### src/design/cod_pkg.sv
// shared types and constants of the clock offset and drift tracker
// no dependencies; used by cod_alu and clock_offset_drift_tracker_core
package cod_pkg;

    localparam int WIDE_W    = 128;
    localparam int OPB_W     = 64;
    localparam int STEP_W    = 7;
    localparam logic [STEP_W-1:0] MUL_LAST = 7'd63;
    localparam logic [STEP_W-1:0] DIV_LAST = 7'd127;

    localparam logic [63:0] TERM_MAX  = 64'h4000_0000_0000_0000;
    localparam logic [63:0] INT64_MAX = 64'h7FFF_FFFF_FFFF_FFFF;
    localparam logic [47:0] MASK48    = 48'hFFFF_FFFF_FFFF;

    typedef enum logic {
        ALU_MUL,
        ALU_DIV
    } alu_op_t;

    typedef struct packed {
        logic    start;
        alu_op_t op;
    } alu_ctrl_t;

    typedef struct packed {
        logic busy;
        logic done;
    } alu_stat_t;

    typedef enum logic [4:0] {
        ST_IDLE,
        ST_MUL,
        ST_MUL_WAIT,
        ST_TERM,
        ST_PRED,
        ST_ERR,
        ST_PUSH,
        ST_VAR_CHK,
        ST_VAR_RD,
        ST_VAR_LD,
        ST_VAR_WAIT,
        ST_VAR_ACC,
        ST_SQ,
        ST_SQ_WAIT,
        ST_NUM,
        ST_NUM_CHK,
        ST_DIV_WAIT,
        ST_POP,
        ST_DRIFT,
        ST_DRIFT_WAIT,
        ST_FINISH
    } state_t;

endpackage

### src/design/cod_alu.sv
// iterative shift-add multiplier and restoring divider on one 65 bit adder
// depends on cod_pkg
module cod_alu (
    input  logic                          clk,
    input  logic                          rst_n,
    input  cod_pkg::alu_ctrl_t            ctrl,
    input  logic [cod_pkg::WIDE_W-1:0]    opa,
    input  logic [cod_pkg::OPB_W-1:0]     opb,
    output logic [cod_pkg::WIDE_W-1:0]    result,
    output cod_pkg::alu_stat_t            stat
);

    logic                          busy_reg;
    logic                          done_reg;
    cod_pkg::alu_op_t              op_reg;
    logic [cod_pkg::STEP_W-1:0]    step_reg;
    logic [cod_pkg::OPB_W-1:0]     a_reg;
    logic [cod_pkg::OPB_W-1:0]     rem_reg;
    logic [cod_pkg::WIDE_W-1:0]    p_reg;

    logic [64:0] add_x;
    logic [64:0] add_y;
    logic        add_cin;
    logic [65:0] add_s;
    logic [cod_pkg::STEP_W-1:0] last_step;

    always_comb
    begin
        if (op_reg == cod_pkg::ALU_MUL)
        begin
            add_x   = {1'b0, p_reg[127:64]};
            add_y   = p_reg[0] ? {1'b0, a_reg} : 65'd0;
            add_cin = 1'b0;
        end
        else
        begin
            // remainder minus divisor, carry out means no borrow
            add_x   = {rem_reg, p_reg[127]};
            add_y   = ~{1'b0, a_reg};
            add_cin = 1'b1;
        end
        add_s     = {1'b0, add_x} + {1'b0, add_y} + {65'd0, add_cin};
        last_step = (op_reg == cod_pkg::ALU_MUL) ? cod_pkg::MUL_LAST : cod_pkg::DIV_LAST;
    end

    always_ff @(posedge clk or negedge rst_n)
    begin
        if (!rst_n)
        begin
            busy_reg <= 1'b0;
            done_reg <= 1'b0;
            op_reg   <= cod_pkg::ALU_MUL;
            step_reg <= '0;
        end
        else
        begin
            done_reg <= 1'b0;
            if (ctrl.start)
            begin
                busy_reg <= 1'b1;
                op_reg   <= ctrl.op;
                step_reg <= '0;
            end
            else if (busy_reg)
            begin
                step_reg <= step_reg + 1'b1;
                if (step_reg == last_step)
                begin
                    busy_reg <= 1'b0;
                    done_reg <= 1'b1;
                end
            end
        end
    end

    always_ff @(posedge clk)
    begin
        if (ctrl.start)
        begin
            rem_reg <= '0;
            if (ctrl.op == cod_pkg::ALU_MUL)
            begin
                a_reg <= opa[63:0];
                p_reg <= {64'd0, opb};
            end
            else
            begin
                a_reg <= opb;
                p_reg <= opa;
            end
        end
        else if (busy_reg)
        begin
            if (op_reg == cod_pkg::ALU_MUL)
            begin
                p_reg <= {add_s[64:0], p_reg[63:1]};
            end
            else
            begin
                rem_reg <= add_s[65] ? add_s[63:0] : add_x[63:0];
                p_reg   <= {p_reg[126:0], add_s[65]};
            end
        end
    end

    assign result    = p_reg;
    assign stat.busy = busy_reg;
    assign stat.done = done_reg;

endmodule

### config.mk
export PLATFORM = sky130hd
export DESIGN_NAME = cod_alu
export DESIGN_NICKNAME = d
export VERILOG_FILES = /design/src/design/cod_pkg.sv /design/src/design/cod_alu.sv
export SDC_FILE = /design/constraint.sdc
export NUM_CORES = 1
export LEC_CHECK = 0
export BUFFER_PORTS_ARGS = -buffer_cell sky130_fd_sc_hd__clkbuf_2
export CORE_AREA = 2 2 179 357
export CTS_BUF_LIST = sky130_fd_sc_hd__clkbuf_8
export CTS_CLUSTER_DIAMETER = 30
export DETAILED_ROUTE_END_ITERATION = 8
export DIE_AREA = 0 0 181 359
export PLACE_DENSITY_LB_ADDON = 0.15
export SLEW_MARGIN = 10
export SYNTH_ARGS = -nofsm -noshare
export SYNTH_HDL_FRONTEND = slang
export SYNTH_SLANG_ARGS = --single-unit
### constraint.sdc
create_clock -name clk -period 12.6 [get_ports clk]
set_input_delay 2.52 -clock clk [delete_from_list [all_inputs] [get_ports clk]]
set_output_delay 2.52 -clock clk [all_outputs]
set_load 0.01 [all_outputs]
==> flow_summary.json, run 1 <==
{
  "status": "finished clean",
  "finalClockSkew_ns": 0.0683,
  "yosys.area.top_type": "edfxtp_1",
  "synthMuxAreaShare_pct": 12.8,
  "fin_crit_sh_pct": 49.9,
  "fmax_ghz": 0.159,
  "clockRootBuffer": "clkbuf_8",
  "grt_use_total_pct": 19.5,
  "rsz0062_at_grt": "no",
  "clkTransAtPathRegs_ns": 0.06,
  "power.switching_w": 0.00137,
  "rows": 130,
  "grt_overflow_total": 0,
  "yosys.area_share.simple_pct": 15.7,
  "place_congestion": 0.870,
  "synth_top_family_by_area": "compound AO/OA/AOI/OAI gates",
  "cts_hold_buf": 0,
  "synth_nets": 2262,
  "syn-cell-area_um2": 18600,
  "area_growth_pct": 18.7,
  "synth.avg_cell_area_um2": 9.28,
  "synth_adder_area_share_pct": 4.53,
  "wl_per_cell_um": 21.2,
  "p_sw_share_pct": 37.8,
  "dp_hpwl_um": 48000,
  "htree_levels": 2,
  "power_density_nw_per_um2": 164,
  "port_buffers": 325,
  "grt_first_pass_wirelength_um": 99000,
  "start_kind": "flip-flop",
  "largest_register_ff_count": 128,
  "synth.top_cell.area_share_pct": 31.1,
  "hold_violations": 0,
  "min_path_type": "flip-flop to flip-flop",
  "die-area_um2": 65000,
  "cap_viol_max_count": 0,
  "grt_max_degree": 181,
  "crit_family": "buffers and inverters",
  "worstMarginPinSlew_ns": 1.17,
  "cellLeakagePower_nw": 9.11,
  "crit_type": "flip-flop to flip-flop",
  "clock_latency_ns": 0.68,
  "max-slew-margin-rel_pct": 21.4,
  "drive_gt1_share_pct": 26.4,
  "irDropWorstVdd_v": 0.0000840,
  "totalNegativeSetupSlack_ns": 0,
  "final_common_cell": "clkbuf_2",
  "final_nets": 2499,
  "clkPwrFrac_pct": 31.3,
  "drt-total-wl_um": 65200,
  "crit_chain": "inv_2 > buf_4 > o21ai_0 > ha_1 > nand2_1 > or4_4 > nor3_1 > o21ai_1 > a21oi_2 > a2111o_2 > and2_2 > buf_4 > nand2_1 > a311oi_1",
  "p_seq_share_pct": 33.5,
  "cts_made_buffers": 56,
  "total_power_w": 0.00362,
  "grt_antenna_before_repair": 2,
  "fill_cells": 6590,
  "start_util_pct": 29.7,
  "slew_violations": 0,
  "synth_flop_cell": "edfxtp_1",
  "layout_common_cells": "clkbuf_2 (323), nand2_1 (227), edfxtp_1 (192), a21oi_1 (175), o21ai_0 (154)",
  "cp.arrival_ns": 6.83,
  "viasPerCell": 5.30,
  "critPathBufInv": 3,
  "synth-seq-area-share_pct": 39.3,
  "slowest_stage": "buf_4",
  "clk_path_buf_depth": 3,
  "clock-sinks": 266,
  "synth-edff-count": 192,
  "min_period_ns": 6.29,
  "ff2ff_path_depth": 14,
  "drt_iter0_markers": 946,
  "grt_pass1_vias": 16275,
  "postCtsSetupBuffers": 0,
  "ys_ff_latch": 266,
  "crit_cells": 14,
  "async_reset_ff_share_pct": 3.76,
  "synth.distinct_cells": 81,
  "multiInputGateArea_um2": 10500,
  "synth_compound_gate_area_share_pct": 20.8,
  "die_y_um": 359,
  "drtPass1Iterations": 5,
  "cpPeakStageDelay_ns": 0.72,
  "path_max_fanout": 65,
  "route.detailed.drc": 0,
  "p_int_w": 0.00226,
  "yosys_warnings": 0,
  "core_um2": 62500,
  "vias": 16316,
  "ant_nets": 0,
  "ctsResizeCount": 0,
  "setup_violations": 0,
  "cts_tree": "built",
  "fp.dieW_um": 181,
  "synthTopCellsByArea": "edfxtp_1 (31%), mux2_2 (7.6%), dfxtp_1 (6.9%)",
  "io_pins": 326,
  "end_kind": "flip-flop",
  "synth_cells": 2000,
  "synth_xor_area_share_pct": 2.88,
  "min_path_cells": 2,
  "critical_path_required_ns": 13.14,
  "regArea_um2": 7300,
  "pwr-share-comb_pct": 35.2,
  "whs_ns": 0.490
}
==> cell type report <==
type | instances | share of cell area (%)
sequential | 266 | 33.1
tap | 792 | 4.50
timing repair buffer | 339 | 7.99
antenna | 1 | 0.0114
multi-input combinational | 1554 | 47.8
clock inverter | 47 | 2.58
clock buffer | 58 | 3.62
inverter | 20 | 0.341
==> stage by stage <==
stage	worst slack, ns	area (um2)	utilization (%)	instances
2_1_floorplan	7.50	18600	-	2000
3_3_place_gp	6.44	20700	33.1	2971
3_5_place_dp	6.34	20700	33.1	2971
4_1_cts	6.32	22000	35.3	3076
5_1_grt	5.94	22000	35.3	3077
6_report	6.31	22000	35.3	3077
==> Yosys cell counts, types with 23 or more instances <==
library cell and count:
xnor2_1 38, xor2_1 23, nor3_1 43, nand2_1 228
nand3_1 28, a21o_1 42, a21oi_1 175, edfxtp_1 192
ha_1 64, clkbuf_1 117, o21ai_0 154, nor2b_1 68
dfxtp_1 64, a311oi_1 28, mux2_2 126, a211oi_1 75
nor2_1 115, mux2i_1 95
==> kinds of logic (layout without fill, tap and decap cells) <==
logic type	Yosys count	after routing
AO/OA/AOI/OAI	608	608
AND/OR/NAND/NOR	598	598
flip-flops	266	266
multiplexers	221	221
buffers and inverters	180	464
adder cells (fa/ha/maj)	66	66
XOR/XNOR	61	61
other	0	1
==> worst paths after layout <==
path                                                from                  endpoint  slack (ns)
worst max-delay path                  op_reg$_DFFE_PN0P_  rem_reg[21]$_SDFFE_PP0P_        6.31
worst min-delay path            rem_reg[15]$_SDFFE_PP0P_  rem_reg[15]$_SDFFE_PP0P_        0.49
worst max register to register        op_reg$_DFFE_PN0P_  rem_reg[21]$_SDFFE_PP0P_        6.31
worst min register to register  rem_reg[15]$_SDFFE_PP0P_  rem_reg[15]$_SDFFE_PP0P_        0.49
max in group asynchronous                          rst_n        op_reg$_DFFE_PN0P_       10.62
min in group asynchronous                          rst_n        busy_reg$_DFF_PN0_        1.71
==> per-layer routing <==
metal | global-route usage, % | vias up | share of wire (%)
met4 | 5.10 | 2 | 2.1
met3 | 4.38 | 79 | 6.6
met2 | 30.8 | 528 | 45
li1 | - | 7968 | -
met1 | 26.7 | 7739 | 47
met5 | 0 | - | 0.021
==> worst min-delay path: cells and delay by family (launching register included) <==
family | cells | cell delay [ns]
DFF | 1 | 0.31
and+or+nand+nor | 2 | 0.14
==> power by group through the flow <==
stage | clock [W] | combinational [W] | sequential [W]
3_5_place_dp | 0 | 0.00127 | 0.00123
2_1_floorplan | 0 | 0.000842 | 0.00121
3_3_place_gp | 0 | 0.00128 | 0.00123
6_report | 0.00113 | 0.00128 | 0.00121
5_1_grt | 0.00120 | 0.00141 | 0.00123
4_1_cts | 0.00117 | 0.00128 | 0.00122
Note: power is estimated with default switching activity, not from simulation.
==> run 2: changes to the inputs <==
==> constraint.sdc (replaced) <==
create_clock -name clk -period 6.3 [get_ports clk]
set_input_delay 1.26 -clock clk [delete_from_list [all_inputs] [get_ports clk]]
set_output_delay 1.26 -clock clk [all_outputs]
set_load 0.01 [all_outputs]
==> run 2 against run 1 <==
Register-to-register slack worse by 5.4 ns. Hold slack worse by 0.018 ns. Wire length down 0.68%. Critical path type unchanged. Critical endpoint is now rem_reg[6]$_SDFFE_PP0P_. Largest power group unchanged.
==> flow_summary.json, run 2 (same netlist as run 1, synthesis figures left out) <==
{
  "hold_violations": 0,
  "io_pins": 326,
  "cap_viol_max_count": 0,
  "clock-sinks": 266,
  "cp.arrival_ns": 5.94,
  "power_density_nw_per_um2": 327,
  "final_common_cell": "clkbuf_2",
  "cts_made_buffers": 57,
  "max-slew-margin-rel_pct": 19.2,
  "cellLeakagePower_nw": 9.14,
  "postCtsSetupBuffers": 0,
  "status": "finished clean",
  "critical_path_required_ns": 6.85,
  "ff2ff_path_depth": 16,
  "fmax_ghz": 0.186,
  "area_growth_pct": 19.3,
  "drt-total-wl_um": 64800,
  "die-area_um2": 65000,
  "grt_overflow_total": 0,
  "core_um2": 62500,
  "cts_tree": "built",
  "setup_violations": 0,
  "end_kind": "flip-flop",
  "regArea_um2": 7300,
  "path_max_fanout": 59,
  "die_y_um": 359,
  "layout_common_cells": "clkbuf_2 (323), nand2_1 (227), edfxtp_1 (192), a21oi_1 (175), o21ai_0 (154)",
  "fin_crit_sh_pct": 85.6,
  "worstMarginPinSlew_ns": 1.21,
  "route.detailed.drc": 0,
  "rows": 130,
  "clkTransAtPathRegs_ns": 0.06,
  "grt_use_total_pct": 19.4,
  "dp_hpwl_um": 48000,
  "drtPass1Iterations": 5,
  "totalNegativeSetupSlack_ns": 0,
  "min_period_ns": 5.39,
  "largest_register_ff_count": 128,
  "wl_per_cell_um": 21.0,
  "htree_levels": 2,
  "grt_first_pass_wirelength_um": 98600,
  "clk_path_buf_depth": 3,
  "slew_violations": 0,
  "fill_cells": 6550,
  "min_path_type": "primary input to async pin",
  "grt_antenna_before_repair": 4,
  "finalClockSkew_ns": 0.0184,
  "grt_pass1_vias": 16118,
  "port_buffers": 325,
  "drive_gt1_share_pct": 26.6,
  "clockRootBuffer": "clkbuf_8",
  "post-place-ws_ns": 0.852,
  "crit_type": "flip-flop to flip-flop",
  "place_congestion": 0.870,
  "ant_nets": 0,
  "fp.dieW_um": 181,
  "drt_iter0_markers": 954,
  "start_kind": "flip-flop",
  "start_util_pct": 29.7,
  "total_power_w": 0.00724,
  "rsz0062_at_grt": "no",
  "whs_ns": 0.472,
  "final_nets": 2507,
  "vias": 16295,
  "clock_latency_ns": 0.66,
  "ctsResizeCount": 0,
  "fin_ws_ns": 0.909,
  "irDropWorstVdd_v": 0.000153,
  "viasPerCell": 5.28,
  "cts_hold_buf": 0,
  "multiInputGateArea_um2": 10500,
  "grt_max_degree": 179
}
[run 2: stage by stage]
| stage | cells | utilization (%) | instance area, um2 |
|---|---|---|---|
| detailed placement | 2978 | 33.3 | 20800 |
| floorplan | 2000 | - | 18600 |
| CTS | 3085 | 35.4 | 22100 |
| global route | 3086 | 35.4 | 22100 |
| finish | 3086 | 35.4 | 22100 |
| global placement | 2978 | 33.3 | 20800 |
[run 2: final cells by class]
type / count / share of cell area, %
repair buffers: 346 / 8.47
diodes: 1 / 0.0113
clock buffers: 58 / 3.61
multi-input cells: 1554 / 47.6
inverters: 20 / 0.339
clock inverters: 49 / 2.51
well taps: 792 / 4.48
flip-flops and latches: 266 / 33.0
[run 2: layer usage]
layer | track usage, % | vias up | part of all wire (%)
li1 | - | 7997 | -
met5 | 0 | - | 0.062
met2 | 31.0 | 530 | 44
met1 | 26.2 | 7681 | 46
met4 | 4.97 | 6 | 2.2
met3 | 5.07 | 81 | 7.6
[run 2: critical path, stage by stage (launching register included)]
cell      delay (ns)
dfrtp_4         0.72
nor2b_4         0.46
buf_4           0.39
nand2_1         0.08
o21ai_0         0.09
ha_1            0.25
nand2_1         0.16
nor3_1          0.44
nand2_1         0.11
a211oi_1        0.45
o21ai_1         0.22
a21oi_2         0.29
a2111o_2        0.39
and2_2          0.43
buf_12          0.30
nor3_1          0.12
nor4_2          0.31
[run 2: final timing paths]
kind / from / end / slack (ns)
setup / recovery: op_reg$_DFFE_PN0P_ / rem_reg[6]$_SDFFE_PP0P_ / 0.91
hold / removal: rst_n / step_reg[3]$_DFFE_PN0P_ / 0.47
setup reg to reg: op_reg$_DFFE_PN0P_ / rem_reg[6]$_SDFFE_PP0P_ / 0.91
hold reg to reg: rem_reg[11]$_SDFFE_PP0P_ / rem_reg[11]$_SDFFE_PP0P_ / 0.49
max in group asynchronous: rst_n / op_reg$_DFFE_PN0P_ / 5.57
min in group clk: rem_reg[11]$_SDFFE_PP0P_ / rem_reg[11]$_SDFFE_PP0P_ / 0.49
[run 2: where the power goes]
group          internal [W]  total, W  switching, W
Sequential          0.00218   0.00243      0.000248
Clock               0.00133   0.00227      0.000934
Combinational      0.000995   0.00255       0.00155
==> run 3: changes to the inputs <==
--- a/config.mk
+++ b/config.mk
@@ -11,6 +11,7 @@
 export CTS_CLUSTER_DIAMETER = 30
 export DETAILED_ROUTE_END_ITERATION = 8
 export DIE_AREA = 0 0 181 359
+export GPL_TIMING_DRIVEN = 0
 export PLACE_DENSITY_LB_ADDON = 0.15
 export SLEW_MARGIN = 10
 export SYNTH_ARGS = -nofsm -noshare
==> run 3 against run 2 <==
Worst setup slack worse by 0.65 ns. Clock-buffer cell count stayed put. Sequential cell count stayed put. Register-to-register slack worse by 0.65 ns. Clock skew is 0.022 ns higher. Largest cell class unchanged. Cell count is 4.7% higher. Highest routed layer unchanged. Core utilization is 0.75 points higher. Critical path depth is 2 higher. Maximum frequency is 11% lower.
==> flow_summary.json, run 3 (same netlist as run 1, synthesis figures left out) <==
{
  "status": "finished clean",
  "p_seq_share_pct": 33.1,
  "dp_hpwl_um": 62900,
  "place_congestion": 0.905,
  "worst_r2r_endpoint": "result[0]$_DFFE_PP_",
  "drt-total-wl_um": 79400,
  "die-area_um2": 65000,
  "crit_type": "flip-flop to flip-flop",
  "ant_nets": 0,
  "setup.worst_path.end": "result[0]$_DFFE_PP_",
  "irDropWorstVdd_v": 0.000153,
  "min_path_type": "primary input to async pin",
  "regArea_um2": 7300,
  "cellLeakagePower_nw": 9.28,
  "power_density_nw_per_um2": 323,
  "clk_path_buf_depth": 3,
  "fin_crit_sh_pct": 95.8,
  "slew_violations": 0,
  "drtPass1Iterations": 5,
  "vias": 17545,
  "start_kind": "flip-flop",
  "stdcell_count": 3230,
  "cp.arrival_ns": 6.38,
  "critPathLaunch": "op_reg$_DFFE_PN0P_",
  "grt_use_total_pct": 23.8,
  "min_period_ns": 6.04,
  "largest_register_ff_count": 128,
  "grt_max_degree": 62,
  "grt_first_pass_wirelength_um": 116000,
  "multiInputGateArea_um2": 10500,
  "hold_violations": 0,
  "cts_hold_buf": 0,
  "drive_gt1_share_pct": 25.3,
  "wl_per_cell_um": 24.6,
  "dp.cells": 3120,
  "cts_made_buffers": 57,
  "start_util_pct": 29.7,
  "fill_cells": 6640,
  "setup_violations": 0,
  "post-place-ws_ns": -1.51,
  "fin_ws_ns": 0.263,
  "fmax_ghz": 0.166,
  "final_nets": 2649,
  "route.detailed.drc": 0,
  "clkTransAtPathRegs_ns": 0.06,
  "p_int_w": 0.00440,
  "power.switching_w": 0.00289,
  "worstMarginPinSlew_ns": 1.34,
  "rows": 130,
  "viasPerCell": 5.43,
  "p_sw_share_pct": 39.6,
  "io_pins": 326,
  "htree_levels": 2,
  "end_kind": "flip-flop",
  "clock-sinks": 266,
  "cts_tree": "built",
  "pwr-share-comb_pct": 37.5,
  "clkPwrFrac_pct": 29.4,
  "reg2reg_slack_ns": 0.26,
  "max-slew-margin-rel_pct": 11.0,
  "finalClockSkew_ns": 0.0401,
  "drt_iter0_markers": 1071,
  "critical_path_required_ns": 6.64,
  "path_max_fanout": 10,
  "grt_overflow_total": 0,
  "fp.dieW_um": 181,
  "grt_antenna_before_repair": 10,
  "area_growth_pct": 21.8,
  "core_um2": 62500,
  "cap_viol_max_count": 0,
  "final_common_cell": "clkbuf_2",
  "r2r_start": "op_reg$_DFFE_PN0P_",
  "port_buffers": 325,
  "layout_common_cells": "clkbuf_2 (325), nand2_1 (228), edfxtp_1 (192), a21oi_1 (175), o21ai_0 (154)",
  "ff2ff_path_depth": 18,
  "clockRootBuffer": "clkbuf_8",
  "die_y_um": 359,
  "clock_latency_ns": 0.67,
  "grt_pass1_vias": 17803,
  "rsz0062_at_grt": "no"
}
==> run 3: cell types whose count changed in the layout (fill, tap and decap cells not counted), sizes merged <==
| cell | change |
|---|---|
| buf | +22 |
| bufinv | -3 |
| clkbuf | +117 |
| clkdlybuf4s15 | +3 |
| clkinv | -1 |
| clkinvlp | +4 |
| diode | +3 |
| inv | -1 |
==> run 3: per-stage QoR <==
stage	cell area [um2]	hold slack [ns]	power, W	utilization (%)	TNS [ns]
floorplan	18600	0.465	0.00410	-	0
global placement	21200	0.479	0.00515	33.9	-210.35
detailed placement	21300	0.479	0.00515	34.1	-126.47
CTS	22600	0.432	0.00732	36.2	0
global route	22600	0.472	0.00769	36.2	0
finish	22600	0.460	0.00729	36.2	0
==> run 3: worst max-delay path, stage by stage (launching register included) <==
cell and delay (ns):
dfrtp_1 0.45, inv_2 0.23, buf_1 0.83, clkbuf_1 0.55, o21ai_0 0.39, ha_1 0.37
clkbuf_1 0.23, a21o_1 0.24, a21o_1 0.17, a21oi_1 0.23, a21oi_1 0.13, o31ai_1 0.29
a21oi_1 0.16, a2111o_2 0.46, and2_1 0.18, buf_6 0.13, buf_2 0.25, a211oi_1 0.36
a21oi_1 0.07
==> run 3: power groups by stage <==
stage,sequential (W),combinational [W],clock [W]
floorplan,0.00242,0.00168,0
global placement,0.00245,0.00270,0
detailed placement,0.00245,0.00270,0
CTS,0.00241,0.00271,0.00219
global route,0.00244,0.00298,0.00226
finish,0.00241,0.00274,0.00214
==> run 3: worst min path at each step <==
stage | from | end | slack [ns]
after global placement | rem_reg[3]$_SDFFE_PP0P_ | rem_reg[3]$_SDFFE_PP0P_ | 0.48
final | rst_n | step_reg[5]$_DFFE_PN0P_ | 0.46
after detailed placement | rem_reg[4]$_SDFFE_PP0P_ | rem_reg[4]$_SDFFE_PP0P_ | 0.48
after global routing | rst_n | step_reg[5]$_DFFE_PN0P_ | 0.47
after floorplan | rem_reg[10]$_SDFFE_PP0P_ | rem_reg[10]$_SDFFE_PP0P_ | 0.47
after CTS | rst_n | step_reg[5]$_DFFE_PN0P_ | 0.43
==> run 3: final cells by class <==
type / instances / share of cell area (%)
sequential: 266 / 32.3
multi-input combinational: 1554 / 46.6
inverter: 20 / 0.332
antenna: 4 / 0.0443
tap: 792 / 4.38
clock inverter: 48 / 2.15
buffer: 159 / 3.07
clock buffer: 58 / 3.53
timing repair buffer: 329 / 7.60
==> run 3: repair_timing <==
item                                   4_1_cts  5_1_grt
setup buffers                                0        1
setup endpoints to repair                  119        9
gates resized for setup                     10        3
pin swaps                                    0        1
endpoints found under the hold margin        0        0
==> run 3: routing by layer <==
layer	wire, um	up-vias	global-route usage [%]	part of all wire (%)
met5	90	-	0	0.11
met2	38100	716	40.9	48
li1	-	8271	-	-
met4	2690	14	7.94	3.4
met1	32800	8398	29.4	41
met3	5750	146	5.10	7.2
